--- src/hdl/box_blur_screen_glow_assert.svh ---
// ---------------------------------------------------------------------------
// box_blur_screen_glow assertion macros
// Shared property forms for the glow block checks.
// ---------------------------------------------------------------------------
`ifndef BOX_BLUR_SCREEN_GLOW_ASSERT_SVH
`define BOX_BLUR_SCREEN_GLOW_ASSERT_SVH

// same-cycle implication
`define BBSG_ASSERT_IMP(lbl, ante, cons, msg) \
  lbl: assert property (@(posedge clk) disable iff (rst) (ante) |-> (cons)) else $error(msg);

// delayed implication
`define BBSG_ASSERT_DLY2(lbl, ante, cons, msg) \
  lbl: assert property (@(posedge clk) disable iff (rst) (ante) |-> ##2 (cons)) else $error(msg);

`endif

--- src/hdl/bbsg_pkg.sv ---
// ---------------------------------------------------------------------------
// bbsg_pkg
// Types, constants and codes of the box blur screen glow block.
// ---------------------------------------------------------------------------
package bbsg_pkg;

  localparam int MAX_WIDTH     = 128;
  localparam int MAX_HEIGHT    = 128;
  localparam int MAX_RADIUS    = 30;
  localparam int DEPTH         = MAX_WIDTH * MAX_HEIGHT;
  localparam int ADDR_W        = $clog2(DEPTH);
  localparam int SIZE_W        = ADDR_W + 1;
  localparam int COORD_W       = 7;
  localparam int DIM_W         = 8;
  localparam int RAD_W         = 5;
  localparam int STR_W         = 9;
  localparam int CFG_W         = 9;
  localparam int SUM_W         = 14;
  localparam int CNT_W         = 7;
  localparam int DIV_NUM_W     = 24;
  localparam int DIV_DEN_W     = 16;
  localparam int FULL_STRENGTH = 256;
  localparam int BLEND_DIV     = 65280;
  localparam int SCREEN_TOP    = 65025;

  localparam logic [1:0] CMD_LOAD = 2'd0;
  localparam logic [1:0] CMD_RUN  = 2'd1;
  localparam logic [1:0] CMD_READ = 2'd2;

  localparam logic [1:0] REG_WIDTH    = 2'd0;
  localparam logic [1:0] REG_HEIGHT   = 2'd1;
  localparam logic [1:0] REG_RADIUS   = 2'd2;
  localparam logic [1:0] REG_STRENGTH = 2'd3;

  typedef struct packed {
    logic [1:0] cmd;
    logic [7:0] red_in;
    logic [7:0] green_in;
    logic [7:0] blue_in;
    logic [7:0] alpha_in;
  } in_item_t;

  typedef struct packed {
    logic [7:0] red_out;
    logic [7:0] green_out;
    logic [7:0] blue_out;
    logic [7:0] alpha_out;
    logic       last_pixel;
  } out_item_t;

  typedef struct packed {
    logic run_mode;
    logic load_wr;
    logic rd_accept;
    logic out_load;
    logic run_init;
    logic run_done;
    logic pix_start;
    logic win_step;
    logic div_go;
    logic take_blur;
    logic take_glow;
    logic chan_next;
    logic blend1;
    logic blend2;
    logic row_wr;
    logic glow_wr;
    logic copy_wr;
    logic pix_next;
  } ctrl_cmd_t;

  typedef struct packed {
    logic r_zero;
    logic pass_v;
    logic win_last;
    logic div_done;
    logic div_busy;
    logic chan_last;
    logic last_x;
    logic last_y;
    logic out_valid;
  } ctrl_stat_t;

endpackage

--- src/hdl/bbsg_ctrl.sv ---
// ---------------------------------------------------------------------------
// bbsg_ctrl
// Controller: command decode and the per-pixel filter sequence.
// ---------------------------------------------------------------------------
module bbsg_ctrl (
  input  logic                 clk,
  input  logic                 rst,
  input  logic                 item_valid,
  input  logic [1:0]           item_cmd,
  output logic                 item_stall,
  input  bbsg_pkg::ctrl_stat_t stat,
  output bbsg_pkg::ctrl_cmd_t  cmd
);

  localparam logic [3:0] S_IDLE  = 4'd0;
  localparam logic [3:0] S_RD    = 4'd1;
  localparam logic [3:0] S_START = 4'd2;
  localparam logic [3:0] S_WIN   = 4'd3;
  localparam logic [3:0] S_DRAIN = 4'd4;
  localparam logic [3:0] S_BDIV  = 4'd5;
  localparam logic [3:0] S_BWAIT = 4'd6;
  localparam logic [3:0] S_BL1   = 4'd7;
  localparam logic [3:0] S_BL2   = 4'd8;
  localparam logic [3:0] S_GDIV  = 4'd9;
  localparam logic [3:0] S_WRITE = 4'd11;
  localparam logic [3:0] S_CRD   = 4'd12;
  localparam logic [3:0] S_CWR   = 4'd13;
  localparam logic [3:0] S_DONE  = 4'd14;

  logic [3:0] state, state_next;
  logic       accept;

  assign item_stall = (state != S_IDLE) ||
                      (stat.out_valid && (item_cmd == bbsg_pkg::CMD_READ));
  assign accept = item_valid && !item_stall;

  always_ff @(posedge clk) begin
    if (rst) begin
      state <= S_IDLE;
    end else begin
      state <= state_next;
    end
  end

  always_comb begin
    cmd        = '0;
    state_next = state;
    cmd.run_mode = (state != S_IDLE) && (state != S_RD);
    unique case (state)
      S_IDLE: begin
        if (accept) begin
          case (item_cmd)
            bbsg_pkg::CMD_LOAD: cmd.load_wr = 1'b1;
            bbsg_pkg::CMD_RUN: begin
              cmd.run_init = 1'b1;
              state_next   = stat.r_zero ? S_CRD : S_START;
            end
            bbsg_pkg::CMD_READ: begin
              cmd.rd_accept = 1'b1;
              state_next    = S_RD;
            end
            default: ;
          endcase
        end
      end
      S_RD: begin
        cmd.out_load = 1'b1;
        state_next   = S_IDLE;
      end
      S_START: begin
        cmd.pix_start = 1'b1;
        state_next    = S_WIN;
      end
      S_WIN: begin
        cmd.win_step = 1'b1;
        if (stat.win_last) begin
          state_next = S_DRAIN;
        end
      end
      S_DRAIN: state_next = S_BDIV;
      S_BDIV: begin
        cmd.div_go = 1'b1;
        state_next = S_BWAIT;
      end
      S_BWAIT: begin
        if (stat.div_done) begin
          cmd.take_blur = 1'b1;
          if (stat.pass_v) begin
            state_next = S_BL1;
          end else if (stat.chan_last) begin
            state_next = S_WRITE;
          end else begin
            cmd.chan_next = 1'b1;
            state_next    = S_BDIV;
          end
        end
      end
      S_BL1: begin
        cmd.blend1 = 1'b1;
        state_next = S_BL2;
      end
      S_BL2: begin
        cmd.blend2 = 1'b1;
        state_next = S_GDIV;
      end
      S_GDIV: begin
        cmd.take_glow = 1'b1;
        if (stat.chan_last) begin
          state_next = S_WRITE;
        end else begin
          cmd.chan_next = 1'b1;
          state_next    = S_BDIV;
        end
      end
      S_WRITE: begin
        cmd.glow_wr  = stat.pass_v;
        cmd.row_wr   = !stat.pass_v;
        cmd.pix_next = 1'b1;
        state_next   = (stat.last_x && stat.last_y && stat.pass_v) ? S_DONE : S_START;
      end
      S_CRD: state_next = S_CWR;
      S_CWR: begin
        cmd.copy_wr  = 1'b1;
        cmd.pix_next = 1'b1;
        state_next   = (stat.last_x && stat.last_y) ? S_DONE : S_CRD;
      end
      S_DONE: begin
        cmd.run_done = 1'b1;
        state_next   = S_IDLE;
      end
      default: state_next = S_IDLE;
    endcase
  end

endmodule

--- config.mk ---
export PLATFORM = sky130hd
export DESIGN_NAME = bbsg_ctrl
export DESIGN_NICKNAME = d
export VERILOG_FILES = /design/src/hdl/box_blur_screen_glow_assert.svh /design/src/hdl/bbsg_pkg.sv /design/src/hdl/bbsg_ctrl.sv
export SDC_FILE = /design/constraint.sdc
export NUM_CORES = 1
export LEC_CHECK = 0
export ABC_AREA = 1
export BUFFER_PORTS_ARGS = -buffer_cell sky130_fd_sc_hd__buf_2
export CORE_UTILIZATION = 31
export DETAILED_ROUTE_END_ITERATION = 10
export REMOVE_ABC_BUFFERS = 1
export SYNTH_ARGS = -nofsm -noshare
export SYNTH_HDL_FRONTEND = slang
export SYNTH_SLANG_ARGS = --single-unit
--- constraint.sdc ---
create_clock -name clk -period 1.3 [get_ports clk]
set_input_delay 0.26 -clock clk [delete_from_list [all_inputs] [get_ports clk]]
set_output_delay 0.26 -clock clk [all_outputs]
set_load 0.05 [all_outputs]
---- Word level (Yosys, flattened, before mapping) ----
Cells that the tools add are included.
Widths: inputs -> output; s select.
word-level totals
  register bits after elaboration ......... 4
  bits in latches ......................... 0
  bits in writable memories ............... 0
  ROM bits ................................ 0
  input bits .............................. 14
  memories ................................ 0
operators by class
  $add $sub $neg .......................... 0
  multipliers ............................. 0
  divide/modulo/power cells ............... 0
  order comparisons ....................... 0
  eq/ne operators ......................... 20
  shift operators ......................... 0
  muxes and demuxes ....................... 34
  bitwise logic cells ..................... 0
  reductions and logical operators ........ 13
operators with widths
  operator            count
  $pmux 4 s12         1
  $mux 4              7
  $eq 4x4->1 const B  6
  $mux 1              20
  $eq 4x3->1 const B  4
  $eq 4x2->1 const B  2
  $mux 2              4
  $pmux 4 s2          1
  $ne 2x2->1 const B  3
  $logic_and 1x1->1   5
  $eq 4x1->1 const B  1
  $logic_not 4->1     1
  $ne 4x1->1 const B  1
  $reduce_and 4->1    1
  $reduce_bool 4->1   1
  $ne 3x2->1 const B  1
  $eq 2x1->1 const B  1
  $eq 2x2->1 const B  1
  $logic_not 1->1     2
  $logic_not 2->1     1
  $pmux 1 s2          1
  $reduce_or 2->1     1
  $logic_or 1x1->1    1

---- Longest topological paths before layout ----
Gate-level depths: netlist of the first run.
  depth in word-level cells ............... 7
  gate-level depth with buffers ........... 10
  gate-level depth less buffers ........... 10

---- Worst setup path before layout of the first run ----
Ideal clock, no wire load.
  kind .................................... register -> output
  from .................................... register state[0]
  to ...................................... output cmd[16] in the netlist's numbering
  arrival time ............................ 2.262 ns
  slack ................................... -1.222 ns
  stages on the path, launching flop included .. 6
  path buffers ............................ 0
  cell sequence ........................... dfxtp_1 > nor2_1 > nand2_2 > inv_2 > nand3_1 > nor4_1
RTL lines
  what                      RTL line         source
  start: declaration        bbsg_ctrl.sv:30  logic [3:0] state, state_next;
  start signal: assignment  bbsg_ctrl.sv:41  state <= state_next;
  end: declaration          bbsg_ctrl.sv:12  output bbsg_pkg::ctrl_cmd_t cmd

==> results by group, run 1 <==
Detailed routing
  – Wire length per cell: 14.7 µm
  – Total Routed Length: ~3100 µm
  – Vias: 1039
  – Number of DRC markers in iteration 0: 15
  – Post-route DRC: 0
  – Routed Antenna Nets: 0
  – Pre-antenna DRT Iters: 4
  – Vias per cell: 4.97

STA
  – Clk_skew: 0.00718 ns
  – RSZ-0062 raised after global routing: true
  – Final Hold Viols: 0
  – Final worst slack: -0.327 ns
  – Max frequency: 615 MHz
  – Least-Margin Pin Slew: 0.281 ns
  – Min Tclk post-route: between 1.5 and 2 ns
  – Final Slew Violations: 0
  – Post-Route Setup TNS: -4.65 ns
  – Final hold slack: 0.197 ns
  – Period utilization: 125%
  – Slew margin rel.: 81.2%
  – Finish-stage setup viols: 23

Yosys
  – Async S/R FF share, synth: 0%
  – Area contributors post-synth: nand2_1 25%, nor2_1 15%, dfxtp_1 14%
  – Average cell area after synthesis: 4.92 µm²
  – Synth area leader: nand2_1
  – Most frequent cell after synthesis: nand2_1
  – Top post-synthesis cells by count: 38 x nand2_1, 22 x nor2_1, 17 x inv_1
  – Top-area cell type share of the netlist area: around a quarter
  – Sequential-to-total area share from yosys stat: 14.3%
  – Post-synth EDFFs: 0
  – Mapped Area: 561 µm²
  – Yosys cell types: 17
  – Post-Synthesis Cells: 114
  – Seq cells post-synth: 4
  – Most used DFF post-synth: dfxtp_1
  – Synth warn: 0

GRT
  – Vias in the first global route: 847
  – Initial antenna violation count: 0
  – First-pass GRT wire length: 3570 µm
  – Met3 Usage GRT: under 10%
  – Met1 usage: 29.3%
  – Tot GR Track Use: 24.5%
  – Total gr overflow: 0
  – GR met2 Demand/Resource: 45.0%
  – Largest net degree at the start of global routing: 6
  – Gr busiest metal: met2

Die
  – Die Area: 1980 µm²
  – DIE WIDTH: around 45 µm
  – Total I/O pin count: 33
  – Initial Util: 32.8%
  – Chip height: 44.5 µm
  – Area of the core: ~1700 µm²
  – # rows: 15

Setup path
  – Reg2reg path depth: 11
  – Worst setup EP type: output pin
  – Worst R2R End: state[1]
  – Worst Path Required: 1.04 ns
  – R2R Path Start: state[2]
  – CP Class: flop to output pin
  – Most frequent CP cell: nor2_4
  – Crit start category: flop
  – Cells along the critical path: nor2_4, nand2_2, inv_2, nand3_4, buf_6, nor2_4, buf_8
  – Worst Path Max Fanout: 5
  – Slowest CP cell: dfxtp_4
  – FF-to-FF setup slack: -0.23 ns
  – CP peak stage delay: 0.37 ns
  – Crit path DAT: 1.37 ns

Finish
  – Area delta synth->final: 160%
  – Antenna Cells: 0
  – Largest register by flop count: state
  – Largest regs: state x4
  – Max reg flops: 4
  – Util after Layout: 85.3%
  – Share of layout cells above drive strength 1: about two thirds
  – Final net count: 200

Clock tree
  – CTS tree: done
  – Number of buffers created by CTS: 3
  – CTS Hold Bufs: 0
  – Clock Tree Root: clkbuf_4
  – Sink Count: 4
  – Clk_lat worst skew: around 0.25 ns
  – Clock Pin Slew Worst Setup and Hold Paths: around 0.040 ns
  – Max clock buf depth: 2
  – Htree depth: 1

Pwr
  – Leak: 0.782 nW
  – Worst IR Drop VDD: 1.63 mV
  – Pwr/cell area: 1850 nW/µm²

Run status
  – Status: complete, but fails checks
  – Failing checks: negative setup slack

Place
  – Hpwl dp: 1490 µm
  – PortBufs: 31
  – Pre-CTS setup slack: -0.174 ns
  – GP Congestion: 0.843

Hold path
  – Hold endpoint: state[3]
  – Hold_sp: rst
  – Tightest Hold Check Type: input pin to flop
  – Hold depth: 2

Job
  – Max cap viols: 0
==> power by group <==
part / switching (W) / internal (W)
Clock: 0.0000594 / 0.000104
Combinational: 0.00129 / 0.00100
Sequential: 0.0000629 / 0.000177
Total: 0.00141 / 0.00128
==> worst max path at each step <==
stage | start | endpoint
2_1_floorplan | state[0] | cmd[16]
3_5_place_dp | state[1] | cmd[16]
6_report | state[3] | cmd[15]
4_1_cts | state[3] | cmd[16]
5_1_grt | state[3] | cmd[15]
3_3_place_gp | state[1] | cmd[16]
==> layout by cell type (no fill, tap or decap), drive strengths merged <==
master	Yosys	routed
clkbuf	0	3
buf	0	67
dfxtp	4	4
nor2	27	27
o31ai	1	1
a31oi	1	1
nand2	40	40
a21o	1	1
a21oi	6	6
nor4	1	1
nand3	9	9
o21ai	2	2
inv	20	20
nand4	1	1
or2	1	1
==> through the flow <==
| stage | instances | cell area, µm² | total power, W |
|---|---|---|---|
| 2_1_floorplan | 114 | 561 | 0.00104 |
| 3_3_place_gp | 193 | 920 | 0.00151 |
| 3_5_place_dp | 193 | 920 | 0.00152 |
| 4_1_cts | 202 | 1220 | 0.00214 |
| 5_1_grt | 209 | 1460 | 0.00281 |
| 6_report | 209 | 1460 | 0.00269 |
==> cell families (layout without fill, tap and decap cells) <==
group,after synthesis,count (layout),share of synthesized area [%]
and+or+nand+nor,79,79,61.2
buffers and inverters,20,90,13.4
DFF,4,4,14.3
AOI/OAI and AO/OA,11,11,11.2
==> cell type report <==
class / instances / area [µm²]
inverter: 20 / 77.6
clock buffer: 3 / 22.5
sequential: 4 / 92.6
fill: 99 / 250
timing repair buffer: 67 / 623
multi-input combinational: 90 / 611
tap: 25 / 31.3
==> critical path: cells and delay by family, from the launching register on <==
| family | cells | cell delay, ns |
|---|---|---|
| buffers and inverters | 3 | 0.38 |
| DFF | 1 | 0.37 |
| and+or+nand+nor | 4 | 0.37 |
==> routing by layer <==
metal	part of all wire, %	wire length (µm)
met5	0	0
met4	2.6	80
met3	3.7	114
met2	52	1610
met1	41	1270
==> timing repair <==
item                       4_1_cts  5_1_grt
buffers inserted                 9        8
pin swaps                       11       16
setup endpoints to repair       23       23
resized for setup               76       50
No activity file was read; power rests on OpenSTA's default activity.
==> run 2, diff against run 1 <==
- CTS_BUF_LIST: default -> sky130_fd_sc_hd__clkbuf_8 sky130_fd_sc_hd__clkbuf_16
- PLACE_DENSITY: default -> 0.69
- REMOVE_ABC_BUFFERS: 1 -> default
==> run 2 against run 1 <==
Compared with the run above: the flow still finishes with violations (negative setup slack); flip-flop and latch count is the same; global-route usage up 9.0 points; non-clock buffer count grew 5; combinational power up 8%; count of clock-buffer cells in the layout did not move; critical endpoint is now cmd[6]; largest cell class is now multi-input gates.
==> results by group, run 2 (synthesis results as in run 1) <==
Run status
  – Status: complete, but fails checks
  – Failing checks: negative setup slack

Pwr
  – Pwr/cell area: 1800 nW/µm² (-2.3%)
  – Worst IR Drop VDD: 1.86 mV (+14%)
  – Leak: 0.848 nW (+8.3%)

Job
  – Max cap viols: 0 (unchanged)

Die
  – Die Area: 1980 µm² (unchanged)
  – # rows: 15 (unchanged)
  – Chip height: 44.5 µm (unchanged)
  – Initial Util: 32.8% (unchanged)
  – Area of the core: 1710 µm² (unchanged)
  – Total I/O pin count: 33 (unchanged)
  – DIE WIDTH: 44.5 µm (unchanged)

Hold path
  – Hold_sp: rst
  – Tightest Hold Check Type: input pin to flop

GRT
  – Total gr overflow: 0 (unchanged)
  – First-pass GRT wire length: 4660 µm (+30%)
  – Initial antenna violation count: 0 (unchanged)
  – Largest net degree at the start of global routing: 6 (unchanged)
  – Vias in the first global route: 1049 (+24%)
  – Tot GR Track Use: 33.6% (+9.0 points)

Place
  – Placed cells: 201 (+4.1%)
  – PortBufs: 31 (unchanged)
  – Placed Area: 1120 µm² (+21%)
  – GP Congestion: 0.851 (+0.90%)
  – Pre-CTS setup slack: -0.203 ns (-0.0291 ns)
  – Hpwl dp: 1830 µm (+23%)

Detailed routing
  – Vias: 1254 (+21%)
  – Pre-antenna DRT Iters: 6 (+2)
  – Total Routed Length: 4350 µm (+42%)
  – Routed Antenna Nets: 0 (unchanged)
  – Number of DRC markers in iteration 0: 71 (+56)
  – Vias per cell: 5.83 (+17%)
  – Post-route DRC: 0 (unchanged)
  – Wire length per cell: 20.2 µm (+38%)

STA
  – Period utilization: 129% (+3.4 points)
  – Clk_skew: 0.00294 ns (-0.00425 ns)
  – Slew margin rel.: 78.5% (-2.7 points)
  – Final Hold Viols: 0 (unchanged)
  – Final Slew Violations: 0 (unchanged)
  – Final worst slack: -0.371 ns (-0.0440 ns)
  – Finish-stage setup viols: 23 (unchanged)
  – Max frequency: 599 MHz (-2.6%)
  – RSZ-0062 raised after global routing: true
  – Min Tclk post-route: 1.67 ns (+0.0440 ns)
  – Least-Margin Pin Slew: 0.321 ns (+0.0401 ns)

Finish
  – Largest register by flop count: state
  – Reg area: 92.6 µm² (unchanged)
  – Final Instance Count excl. Fillers: 215 (+2.9%)
  – Most common cell after layout, fill and taps aside: buf_6
  – Fill cells: 30 (-70%)
  – Most frequent cells in the layout: 26 x buf_6, 25 x buf_4, 23 x nand2_1
  – Max reg flops: 4 (unchanged)
  – Final net count: 205 (+2.5%)
  – Share of layout cells above drive strength 1: 72.1% (+4.2 points)
  – Area delta synth->final: 196%
  – Multi-input gate area: 713 µm² (+17%)
  – Largest regs: state x4
  – Cell area after layout: 1660 µm² (+14%)
  – Antenna Cells: 0 (unchanged)

Clock tree
  – Clk_lat worst skew: 0.22 ns (-0.03 ns)
  – Max clock buf depth: 2 (unchanged)
  – Htree depth: 1 (unchanged)
  – Clock Tree Root: clkbuf_8
  – CTS Hold Bufs: 0 (unchanged)
  – CTS tree: done
  – Clock Pin Slew Worst Setup and Hold Paths: 0.04 ns (about the same)
  – Number of buffers created by CTS: 3 (unchanged)
  – Sink Count: 4 (unchanged)

Setup path
  – Worst setup EP type: output pin
  – R2R Path Start: state[1]
  – Crit start category: flop
  – Worst Path Max Fanout: 3 (-2)
  – FF-to-FF setup slack: -0.28 ns (-0.05 ns)
  – CP Launch Point: state[1]
  – CP Class: flop to output pin
  – Crit path DAT: 1.41 ns (+0.04 ns)
  – Worst Path Required: 1.04 ns (about the same)

Yosys
  – Synth Net Count: 128
## run 2: timing repair
| item | 4_1_cts | 5_1_grt |
|---|---|---|
| resized for setup | 61 | 55 |
| setup buffers | 3 | 8 |
| pin swaps | 5 | 18 |
| endpoints found under the setup margin | 23 | 23 |
## run 2: per-layer routing
layer | vias up | part of all wire (%) | wire [µm] | global-route usage [%]
met3 | 74 | 9.8 | 426 | 5.71
met5 | - | 0 | 0 | 0
met1 | 529 | 31 | 1350 | 31.7
li1 | 507 | - | - | -
met4 | 0 | 11 | 497 | 24.2
met2 | 144 | 48 | 2080 | 63.8
## run 2: area by class of cell
cell class              count  area share (%)
repair buffers             72            41.1
inverters                  20            5.74
clock inverters             1           0.226
flip-flops and latches      4            5.58
multi-input cells          90            43.0
clock buffers               3            2.49
well taps                  25            1.89
## run 2: worst max-delay path, stage by stage, from the launching register on
cell	delay [ns]
dfxtp_4	0.36
buf_6	0.13
inv_8	0.05
nor2_4	0.14
nand2_4	0.09
o31ai_4	0.22
buf_6	0.20
## run 2: through the flow
step	TNS [ns]	util (%)	power, W	hold slack [ns]
after floorplan	-0.981	-	0.00124	0.319
after global placement	-1.12	65.4	0.00176	0.454
after global routing	-7.02	97.1	0.00314	0.242
final	-5.26	97.1	0.00299	0.251
after detailed placement	-1.84	65.4	0.00182	0.460
after CTS	-4.11	81.5	0.00236	0.240
## run 2: report_power, final
part	total [W]	internal, W	switching (W)
clock	0.000275	0.000202	0.0000727
combinational	0.00248	0.000990	0.00149
sequential	0.000238	0.000178	0.0000595
total	0.00299	0.00137	0.00162
## run 2: final timing paths
kind / cells after the start / end
max: 6 / cmd[6]
min: 2 / state[0]
max reg2reg: 11 / state[2]
min reg2reg: 5 / state[2]
